==> src/sv/csab_pkg.sv <==
package csab_pkg;

    localparam int MAX_DIM   = 4096;
    localparam int CFG_DW    = 13;                    // dimension register width
    localparam int POS_W     = 14;                    // signed position width
    localparam int DIM_W     = $clog2(MAX_DIM + 1);   // clamped dimension width
    localparam int CNT_W     = 13;                    // row / column counter width
    localparam int CRD_W     = 14;                    // offset + counter sums
    localparam int GEO_W     = 16;                    // signed clip arithmetic
    localparam int IDX_W     = 24;
    localparam int PIX_W     = 8;
    localparam int SUM_W     = 16;                    // a*s + (255-a)*b
    localparam int REG_IDX_W = 3;

    localparam logic [PIX_W-1:0] ALPHA_OPAQUE = 8'd255;

    typedef enum logic [REG_IDX_W-1:0] {
        REG_SCREEN_W = 3'd0,
        REG_SCREEN_H = 3'd1,
        REG_SPRITE_W = 3'd2,
        REG_SPRITE_H = 3'd3,
        REG_POS_X    = 3'd4,
        REG_POS_Y    = 3'd5
    } t_reg_idx;

    typedef enum logic [1:0] {
        WM_NONE = 2'd0,
        WM_RGB  = 2'd1,
        WM_ALL  = 2'd2
    } t_wmode;

    typedef struct packed {
        logic [CFG_DW-1:0]       screen_w;
        logic [CFG_DW-1:0]       screen_h;
        logic [CFG_DW-1:0]       sprite_w;
        logic [CFG_DW-1:0]       sprite_h;
        logic signed [POS_W-1:0] pos_x;
        logic signed [POS_W-1:0] pos_y;
    } t_cfg;

    // Coordinates of one pixel pair, zero when the clipped area is empty.
    typedef struct packed {
        logic             empty;
        logic             last;
        logic [CRD_W-1:0] xs;   // screen column
        logic [CRD_W-1:0] ys;   // screen row
        logic [CRD_W-1:0] tx;   // sprite column
        logic [CRD_W-1:0] ty;   // sprite row
        logic [DIM_W-1:0] sw;   // screen stride
        logic [DIM_W-1:0] tw;   // sprite stride
    } t_coord;

    function automatic logic [DIM_W-1:0] clamp_dim(input logic [CFG_DW-1:0] v);
        logic [DIM_W-1:0] r;
        if (int'(v) > MAX_DIM) begin
            r = DIM_W'(MAX_DIM);
        end else begin
            r = DIM_W'(v);
        end
        return r;
    endfunction

    // floor(x/255), exact for x below 65535
    function automatic logic [PIX_W-1:0] div255(input logic [SUM_W-1:0] x);
        logic [SUM_W:0] t;
        t = {1'b0, x} + (SUM_W+1)'(1) + (SUM_W+1)'(x >> 8);
        return PIX_W'(t >> 8);
    endfunction

endpackage

==> src/sv/clipped_sprite_alpha_blit.sv <==
// Channel   Direction  Handshake                  Payload
// ------    ---------  -------------------------  ----------------------------------
// pixel in  in         i_valid / o_stall          i_sprite_{red,green,blue,alpha},
//                                                 i_back_{red,green,blue}
// result    out        o_valid / i_stall          o_screen_index, o_sprite_index,
//                                                 o_out_{red,green,blue,alpha},
//                                                 o_write_mode, o_last_pixel
// config    in         i_cfg_valid / o_cfg_ready  i_cfg_index, i_cfg_data
//
// One request per clock while i_stall is low; three register stages from accept to result.
// Stage 1 holds the pixel pair and its clipped coordinates, stage 2 the stride
// multiplies and blend products, stage 3 the indices and /255 result.
// Each stage refills as soon as its contents move on, so a stalled result only
// backs up the pipe one stage at a time; o_stall rises once all three are full.
// Reset is synchronous: counters and stage valids clear, config registers take their defaults.
// Config writes are always ready and take effect for the next accepted request.
module clipped_sprite_alpha_blit (
    input  logic                                i_clk,
    input  logic                                i_rst_n,
    // pixel pair in
    input  logic                                i_valid,
    output logic                                o_stall,
    input  logic [csab_pkg::PIX_W-1:0]          i_sprite_red,
    input  logic [csab_pkg::PIX_W-1:0]          i_sprite_green,
    input  logic [csab_pkg::PIX_W-1:0]          i_sprite_blue,
    input  logic [csab_pkg::PIX_W-1:0]          i_sprite_alpha,
    input  logic [csab_pkg::PIX_W-1:0]          i_back_red,
    input  logic [csab_pkg::PIX_W-1:0]          i_back_green,
    input  logic [csab_pkg::PIX_W-1:0]          i_back_blue,
    // result out
    output logic                                o_valid,
    input  logic                                i_stall,
    output logic [csab_pkg::IDX_W-1:0]          o_screen_index,
    output logic [csab_pkg::IDX_W-1:0]          o_sprite_index,
    output logic [csab_pkg::PIX_W-1:0]          o_out_red,
    output logic [csab_pkg::PIX_W-1:0]          o_out_green,
    output logic [csab_pkg::PIX_W-1:0]          o_out_blue,
    output logic [csab_pkg::PIX_W-1:0]          o_out_alpha,
    output logic [1:0]                          o_write_mode,
    output logic                                o_last_pixel,
    // config write
    input  logic                                i_cfg_valid,
    output logic                                o_cfg_ready,
    input  logic [csab_pkg::REG_IDX_W-1:0]      i_cfg_index,
    input  logic [csab_pkg::POS_W-1:0]          i_cfg_data
);

    csab_pkg::t_cfg   cfg;
    csab_pkg::t_coord crd;

    logic free1, free2, free3, accept;
    logic r_v1, r_v2, r_v3;

    // stage 1
    csab_pkg::t_coord           r1_crd;
    logic [csab_pkg::PIX_W-1:0] r1_sr, r1_sg, r1_sb, r1_sa, r1_br, r1_bg, r1_bb;
    csab_pkg::t_wmode           mode1;

    // stage 2
    logic [csab_pkg::IDX_W-1:0] r2_si_prod, r2_ti_prod;
    logic [csab_pkg::CRD_W-1:0] r2_xs, r2_tx;
    logic [csab_pkg::PIX_W-1:0] r2_alpha;
    csab_pkg::t_wmode           r2_mode;
    logic                       r2_last;

    // stage 3
    logic [csab_pkg::IDX_W-1:0] r3_si, r3_ti;
    logic [csab_pkg::PIX_W-1:0] r3_alpha;
    csab_pkg::t_wmode           r3_mode;
    logic                       r3_last;

    // A stage may load when it is empty or its contents move on this edge.
    assign free3  = !r_v3 || !i_stall;
    assign free2  = !r_v2 || free3;
    assign free1  = !r_v1 || free2;
    assign accept = i_valid && free1;
    assign o_stall = !free1;
    assign o_cfg_ready = 1'b1;

    csab_cfg u_cfg (
        .i_clk   (i_clk),
        .i_rst_n (i_rst_n),
        .i_we    (i_cfg_valid && o_cfg_ready),
        .i_index (i_cfg_index),
        .i_data  (i_cfg_data),
        .o_cfg   (cfg)
    );

    // row/column counters and clip geometry; counters step on each accept
    csab_scan u_scan (
        .i_clk   (i_clk),
        .i_rst_n (i_rst_n),
        .i_cfg   (cfg),
        .i_adv   (accept),
        .o_crd   (crd)
    );

    always_ff @(posedge i_clk) begin
        if (!i_rst_n) begin
            r_v1 <= 1'b0;
            r_v2 <= 1'b0;
            r_v3 <= 1'b0;
        end else begin
            if (free1) begin
                r_v1 <= i_valid;
            end
            if (free2) begin
                r_v2 <= r_v1;
            end
            if (free3) begin
                r_v3 <= r_v2;
            end
        end
    end

    // stage 1: capture request and its coordinates
    always_ff @(posedge i_clk) begin
        if (free1) begin
            r1_crd <= crd;
            r1_sr  <= i_sprite_red;
            r1_sg  <= i_sprite_green;
            r1_sb  <= i_sprite_blue;
            r1_sa  <= i_sprite_alpha;
            r1_br  <= i_back_red;
            r1_bg  <= i_back_green;
            r1_bb  <= i_back_blue;
        end
    end

    // Empty clip area and transparent pixels write nothing; opaque copies.
    always_comb begin
        priority if (r1_crd.empty || r1_sa == '0) begin
            mode1 = csab_pkg::WM_NONE;
        end else if (r1_sa == csab_pkg::ALPHA_OPAQUE) begin
            mode1 = csab_pkg::WM_ALL;
        end else begin
            mode1 = csab_pkg::WM_RGB;
        end
    end

    // stage 2: row * stride products, mod 2^24
    always_ff @(posedge i_clk) begin
        if (free2) begin
            r2_si_prod <= csab_pkg::IDX_W'(r1_crd.ys) * csab_pkg::IDX_W'(r1_crd.sw);
            r2_ti_prod <= csab_pkg::IDX_W'(r1_crd.ty) * csab_pkg::IDX_W'(r1_crd.tw);
            r2_xs      <= r1_crd.xs;
            r2_tx      <= r1_crd.tx;
            r2_alpha   <= r1_sa;
            r2_mode    <= mode1;
            r2_last    <= r1_crd.last;
        end
    end

    // stage 3: add column, finalize
    always_ff @(posedge i_clk) begin
        if (free3) begin
            r3_si    <= r2_si_prod + csab_pkg::IDX_W'(r2_xs);
            r3_ti    <= r2_ti_prod + csab_pkg::IDX_W'(r2_tx);
            r3_alpha <= (r2_mode == csab_pkg::WM_ALL) ? r2_alpha : '0;
            r3_mode  <= r2_mode;
            r3_last  <= r2_last;
        end
    end

    // per-channel blend, stages 2 and 3
    csab_blend u_blend_r (
        .i_clk    (i_clk),
        .i_en2    (free2),
        .i_en3    (free3),
        .i_sprite (r1_sr),
        .i_back   (r1_br),
        .i_alpha  (r1_sa),
        .i_mode   (mode1),
        .o_pix    (o_out_red)
    );

    csab_blend u_blend_g (
        .i_clk    (i_clk),
        .i_en2    (free2),
        .i_en3    (free3),
        .i_sprite (r1_sg),
        .i_back   (r1_bg),
        .i_alpha  (r1_sa),
        .i_mode   (mode1),
        .o_pix    (o_out_green)
    );

    csab_blend u_blend_b (
        .i_clk    (i_clk),
        .i_en2    (free2),
        .i_en3    (free3),
        .i_sprite (r1_sb),
        .i_back   (r1_bb),
        .i_alpha  (r1_sa),
        .i_mode   (mode1),
        .o_pix    (o_out_blue)
    );

    assign o_valid        = r_v3;
    assign o_screen_index = r3_si;
    assign o_sprite_index = r3_ti;
    assign o_out_alpha    = r3_alpha;
    assign o_write_mode   = r3_mode;
    assign o_last_pixel   = r3_last;

endmodule

==> src/sv/csab_cfg.sv <==
module csab_cfg (
    input  logic                               i_clk,
    input  logic                               i_rst_n,
    input  logic                               i_we,
    input  logic [csab_pkg::REG_IDX_W-1:0]     i_index,
    input  logic [csab_pkg::POS_W-1:0]         i_data,
    output csab_pkg::t_cfg                     o_cfg
);

    csab_pkg::t_cfg r_cfg;

    always_ff @(posedge i_clk) begin
        if (!i_rst_n) begin
            r_cfg.screen_w <= csab_pkg::CFG_DW'(640);
            r_cfg.screen_h <= csab_pkg::CFG_DW'(480);
            r_cfg.sprite_w <= csab_pkg::CFG_DW'(64);
            r_cfg.sprite_h <= csab_pkg::CFG_DW'(64);
            r_cfg.pos_x    <= '0;
            r_cfg.pos_y    <= '0;
        end else if (i_we) begin
            unique case (csab_pkg::t_reg_idx'(i_index))
                csab_pkg::REG_SCREEN_W: r_cfg.screen_w <= i_data[csab_pkg::CFG_DW-1:0];
                csab_pkg::REG_SCREEN_H: r_cfg.screen_h <= i_data[csab_pkg::CFG_DW-1:0];
                csab_pkg::REG_SPRITE_W: r_cfg.sprite_w <= i_data[csab_pkg::CFG_DW-1:0];
                csab_pkg::REG_SPRITE_H: r_cfg.sprite_h <= i_data[csab_pkg::CFG_DW-1:0];
                csab_pkg::REG_POS_X:    r_cfg.pos_x    <= $signed(i_data);
                csab_pkg::REG_POS_Y:    r_cfg.pos_y    <= $signed(i_data);
                default: ;  // unmapped index, ignored
            endcase
        end
    end

    assign o_cfg = r_cfg;

endmodule

==> src/sv/csab_scan.sv <==
module csab_scan (
    input  logic            i_clk,
    input  logic            i_rst_n,
    input  csab_pkg::t_cfg  i_cfg,
    input  logic            i_adv,
    output csab_pkg::t_coord o_crd
);

    logic [csab_pkg::CNT_W-1:0] r_col, r_row, n_col, n_row;
    logic [csab_pkg::DIM_W-1:0] sw, sh, tw, th;
    logic signed [csab_pkg::GEO_W-1:0] px, py, x0, y0, x1s, y1s, x1, y1, cw, ch;
    logic signed [csab_pkg::GEO_W-1:0] colp, rowp;
    logic [csab_pkg::CRD_W-1:0] left, top;
    logic empty, wrap_col, wrap_row;

    always_comb begin
        sw = csab_pkg::clamp_dim(i_cfg.screen_w);
        sh = csab_pkg::clamp_dim(i_cfg.screen_h);
        tw = csab_pkg::clamp_dim(i_cfg.sprite_w);
        th = csab_pkg::clamp_dim(i_cfg.sprite_h);
        px = csab_pkg::GEO_W'(i_cfg.pos_x);
        py = csab_pkg::GEO_W'(i_cfg.pos_y);

        // clip rectangle [x0,x1) x [y0,y1)
        x0  = (px < 0) ? '0 : px;
        y0  = (py < 0) ? '0 : py;
        x1s = px + csab_pkg::GEO_W'(tw);
        y1s = py + csab_pkg::GEO_W'(th);
        // far edge may sit left of or above the screen, so compare signed
        x1  = (x1s < $signed(csab_pkg::GEO_W'(sw))) ? x1s : csab_pkg::GEO_W'(sw);
        y1  = (y1s < $signed(csab_pkg::GEO_W'(sh))) ? y1s : csab_pkg::GEO_W'(sh);
        cw  = x1 - x0;
        ch  = y1 - y0;
        empty = (cw <= 0) || (ch <= 0);

        left = csab_pkg::CRD_W'(x0 - px);
        top  = csab_pkg::CRD_W'(y0 - py);

        colp = csab_pkg::GEO_W'(r_col) + csab_pkg::GEO_W'(1);
        rowp = csab_pkg::GEO_W'(r_row) + csab_pkg::GEO_W'(1);
        wrap_col = colp >= cw;
        wrap_row = rowp >= ch;

        if (empty) begin
            o_crd = '0;
            o_crd.empty = 1'b1;
            o_crd.last  = 1'b1;
        end else begin
            o_crd.empty = 1'b0;
            o_crd.last  = wrap_col && wrap_row;
            o_crd.xs = csab_pkg::CRD_W'(x0) + csab_pkg::CRD_W'(r_col);
            o_crd.ys = csab_pkg::CRD_W'(y0) + csab_pkg::CRD_W'(r_row);
            o_crd.tx = left + csab_pkg::CRD_W'(r_col);
            o_crd.ty = top + csab_pkg::CRD_W'(r_row);
            o_crd.sw = sw;
            o_crd.tw = tw;
        end

        n_col = r_col;
        n_row = r_row;
        if (empty) begin
            n_col = '0;
            n_row = '0;
        end else if (wrap_col) begin
            n_col = '0;
            n_row = wrap_row ? '0 : csab_pkg::CNT_W'(r_row + 1'b1);
        end else begin
            n_col = csab_pkg::CNT_W'(r_col + 1'b1);
        end
    end

    always_ff @(posedge i_clk) begin
        if (!i_rst_n) begin
            r_col <= '0;
            r_row <= '0;
        end else if (i_adv) begin
            r_col <= n_col;
            r_row <= n_row;
        end
    end

endmodule

==> src/sv/csab_blend.sv <==
module csab_blend (
    input  logic                        i_clk,
    input  logic                        i_en2,
    input  logic                        i_en3,
    input  logic [csab_pkg::PIX_W-1:0]  i_sprite,
    input  logic [csab_pkg::PIX_W-1:0]  i_back,
    input  logic [csab_pkg::PIX_W-1:0]  i_alpha,
    input  csab_pkg::t_wmode            i_mode,
    output logic [csab_pkg::PIX_W-1:0]  o_pix
);

    logic [csab_pkg::SUM_W-1:0] r_sum;
    logic [csab_pkg::PIX_W-1:0] r_sprite, r_pix;
    csab_pkg::t_wmode           r_mode;
    logic [csab_pkg::PIX_W-1:0] inv_a;

    assign inv_a = csab_pkg::ALPHA_OPAQUE - i_alpha;

    always_ff @(posedge i_clk) begin
        if (i_en2) begin
            r_sum    <= csab_pkg::SUM_W'(i_alpha) * csab_pkg::SUM_W'(i_sprite)
                      + csab_pkg::SUM_W'(inv_a) * csab_pkg::SUM_W'(i_back);
            r_sprite <= i_sprite;
            r_mode   <= i_mode;
        end
        if (i_en3) begin
            unique case (r_mode)
                csab_pkg::WM_ALL: r_pix <= r_sprite;
                csab_pkg::WM_RGB: r_pix <= csab_pkg::div255(r_sum);
                default:          r_pix <= '0;
            endcase
        end
    end

    assign o_pix = r_pix;

endmodule

==> config.mk <==
export PLATFORM = sky130hd
export DESIGN_NAME = clipped_sprite_alpha_blit
export DESIGN_NICKNAME = d
export VERILOG_FILES = /design/src/sv/csab_pkg.sv /design/src/sv/clipped_sprite_alpha_blit.sv /design/src/sv/csab_cfg.sv /design/src/sv/csab_scan.sv /design/src/sv/csab_blend.sv
export SDC_FILE = /design/constraint.sdc
export NUM_CORES = 2
export LEC_CHECK = 0
export ABC_CLOCK_PERIOD_IN_PS = 21900
export BUFFER_PORTS_ARGS = -buffer_cell sky130_fd_sc_hd__buf_2
export CAP_MARGIN = 10
export CORE_MARGIN = 1.5
export CORE_UTILIZATION = 25
export DETAILED_ROUTE_END_ITERATION = 16
export SLEW_MARGIN = 0
export SYNTH_ARGS = -nofsm -noshare
export SYNTH_HDL_FRONTEND = slang
export SYNTH_SLANG_ARGS = --single-unit
==> constraint.sdc <==
create_clock -name i_clk -period 21.9 [get_ports i_clk]
set_input_delay 2.19 -clock i_clk [delete_from_list [all_inputs] [get_ports i_clk]]
set_output_delay 2.19 -clock i_clk [all_outputs]
set_load 0.01 [all_outputs]
==> reports/metrics.csv <==
stage,metric,value,unit
global_route,grt_pass1_wl,198,mm
timing,fin_crit,10.0,ns
timing,report.final.setup_viol,0,
floorplanning,num_rows,164,
timing,max_slew.worst_pin.slew,1.10,ns
timing,drv_slew,0,
floorplanning,io_pins,164,
route,drt-total-wl,123,mm
synthesis,synth_edf_count,382,
floorplanning,start_util,0.251,
timing,rsz0062_at_grt,false,
power,sw_frac_of_total,0.387,
synthesis,netlist_instances,5106,
route,drc,0,
clock_network,clkSinkCount,491,
clock_network,cts_tree,built,
power,combPwrFrac,0.494,
run,cap_viol_max_count,0,
power,cellLeakagePower,25.4,nW
placed_design,place_hpwl,96.3,mm
critical_path,crit_path_end_kind,register,
power,p_int,2.84,mW
power,p_switching,1.79,mW
power,vdd_drop_max,0.105,mV
floorplanning,die_h,451,um
timing,finalCritPeriodShare,0.456,
clock_network,clock-root-buffer,clkbuf_16,
floorplanning,die_x,451,um
route,drt-met1-wl,55.3,mm
synthesis,postSynth.asyncResetShare,0,
synthesis,ys.flop_type,edfxtp_1,
clock_network,clk_pin_slew,0.06,ns
clock_network,clock_path_buffers,3,
floorplanning,core_area,200000,um2
cells_and_area,areaGrowthSynthToFinish,11.0,%
clock_network,post_cts_buffers,0,
critical_path,crit_top_cell,ha_1,
route,ant_nets,0,
clock_network,cts_buffers,58,
hold_path,min_path_type,reg -> reg,
global_route,grt_max_degree,84,
route,wl_met3,4.63,mm
run_status,status,"complete, no violations",
cells_and_area,final_cell_mix,"815 x inv_1, 626 x nand2_1, 558 x fa_1",
synthesis,synthDistinctLibCells,103,
synthesis,syn_area,50200,um2
floorplanning,dieArea,203000,um2
placed_design,io_buffers,162,
global_route,antenna_found_initial,13,
critical_path,cpLargestDelayFamily,compound AO/OA/AOI/OAI gates,
global_route,grt_use_total,0.121,
route,first_iter_violations,2027,
critical_path,path_buf_inv,2,
route,drtPass1Iterations,6,
timing,tns,0,ns
cells_and_area,drive_above_1_share,0.0661,
timing,relSlewSlack,0.267,
timing,fin_skew,0.0775,ns
critical_path,cp_num_cells,33,
synthesis,syn_area_per_cell,9.83,um2
critical_path,reg2reg_depth,33,
route,vias,34902,
clock_network,cts-hold-fix-buffers,0,
global_route,grt_pass1_vias,35995,
cells_and_area,fillCellCount,20950,
cells_and_area,nets,6347,
synthesis,synth_seq_cells,491,
clock_network,cts_resized,0,
critical_path,critPathRequiredTime,22.47,ns
hold_path,hold_depth,0,
clock_network,insertion_delay,0.72,ns
timing,finalHoldViolations,0,
critical_path,cp-start-kind,register,
route,dr_wl_met2,58.8,mm
route,top_layer,met5,
critical_path,cp_max_fo,61,
timing,setup_ws,11.90,ns
power,p_clk_frac,0.219,
synthesis,seq_area_frac_synth,0.272,
critical_path,slowest_delay,0.85,ns
critical_path,slowest_stage,dfxtp_1,
placed_design,gp_congestion,0.877,
route,wl_per_cell,15.7,um
synthesis,ys_warn_count,0,
placed_design,dp_slack,12.03,ns
power,seqPwrFrac,0.287,
cells_and_area,layout_commonest_cell,inv_1,
critical_path,worstSetupPathType,reg -> reg,
power,powerDensity,83.0,nW/um2
global_route,gr-total-overflow,0,
route,via_per_inst,4.43,
timing,clock.fmax,100,MHz
clock_network,h-tree-depth,2,
critical_path,cp.arrival,10.56,ns
cells in the mapped netlist, types with 26 or more instances:
master,number,area share
a211oi_1,29,0.0043
a21boi_0,87,0.013
a21o_1,53,0.0079
a21oi_1,156,0.016
and2_1,286,0.036
and3_1,34,0.0042
clkbuf_1,153,0.011
dfxtp_1,109,0.043
edfxtp_1,382,0.23
fa_1,558,0.22
ha_1,539,0.13
inv_1,816,0.061
nand2_1,628,0.047
nand2b_1,113,0.014
nand3_1,43,0.0043
nor2_1,184,0.014
nor2b_1,172,0.021
nor3_1,68,0.0068
o21a_1,53,0.0079
o21ai_0,112,0.011
o21bai_1,26,0.0039
xnor2_1,167,0.029
xor2_1,68,0.012
registers in the layout, summed over array words and instances, names as in the netlist, 13 cells and up:
signal,count
o_sprite_index,24
r2_tx,14
u_blend_r.r_sum,16
r2_ti_prod,24
r2_si_prod,24
u_cfg.o_cfg,80
o_screen_index,24
u_blend_b.r_sum,16
u_blend_g.r_sum,16
u_scan.r_row,13
u_scan.r_col,13
r1_crd,84
r2_xs,14
per-stage QoR:
| stage | utilization | hold slack [ns] | instances | cell area, um2 | power, mW |
|---|---|---|---|---|---|
| after floorplan | - | 0.400 | 5108 | 50200 | 3.13 |
| after global placement | 0.269 | 0.402 | 7768 | 53700 | 3.60 |
| after detailed placement | 0.269 | 0.405 | 7768 | 53700 | 3.63 |
| after CTS | 0.279 | 0.369 | 7878 | 55700 | 4.69 |
| after global routing | 0.279 | 0.392 | 7881 | 55700 | 5.05 |
| final | 0.279 | 0.378 | 7883 | 55700 | 4.62 |
worst register-to-register path, delay by kind of cell (launching register included):
| kind | cells | cell delay (ns) |
|---|---|---|
| and+or+nand+nor | 11 | 2.80 |
| muxes | 1 | 0.34 |
| adders and majority gates | 5 | 1.71 |
| DFF | 1 | 0.85 |
| xor gates and xnor gates | 1 | 0.15 |
| buffers and inverters | 2 | 1.13 |
| AOI/OAI and AO/OA | 13 | 2.87 |
final cells by class:
cell class,count,area (um2),area share
sequential,491,13700,0.245
tap,2656,3320,0.0597
multi-input combinational,3622,32700,0.587
antenna,5,12.5,0.000225
inverter,817,3070,0.0552
timing repair buffer,182,961,0.0173
clock buffer,70,1540,0.0276
clock inverter,40,439,0.00789
path summary, 6_finish.rpt:
kind,from,end,slack (ns)
max,u_cfg.o_cfg[53]$_SDFFE_PN0P_,u_scan.r_row[2]$_SDFFE_PN0P_,11.90
min,r1_crd[74]$_SDFFCE_PN0N_,r2_xs[6]$_DFFE_PP_,0.38
max reg2reg,u_cfg.o_cfg[53]$_SDFFE_PN0P_,u_scan.r_row[2]$_SDFFE_PN0P_,11.90
min reg2reg,r1_crd[74]$_SDFFCE_PN0N_,r2_xs[6]$_DFFE_PP_,0.38
per-layer routing:
layer | global-route usage | vias up
li1 | - | 16669
met1 | 0.158 | 17422
met2 | 0.206 | 630
met3 | 0.0127 | 179
met4 | 0.0447 | 2
met5 | 0 | -
power by group through the flow:
| stage | Clock (mW) | Combinational (mW) | Sequential (mW) |
|---|---|---|---|
| after floorplan | 0 | 1.83 | 1.30 |
| final | 1.01 | 2.28 | 1.33 |
| after global placement | 0 | 2.25 | 1.35 |
| after global routing | 1.07 | 2.64 | 1.34 |
| after CTS | 1.05 | 2.32 | 1.33 |
| after detailed placement | 0 | 2.29 | 1.35 |
kinds of logic (layout without fill, tap and decap cells):
family	after synthesis	in the layout	share of synthesized area
and+or+nand+nor	1638	1638	0.165
adders and majority gates	1097	1097	0.357
buffers and inverters	995	1109	0.0767
AOI/OAI and AO/OA	637	637	0.0852
DFF	491	491	0.272
xor gates and xnor gates	236	236	0.0414
muxes	10	10	0.00237
other	2	9	0.000150
Note: power is estimated with default switching activity, not from simulation.
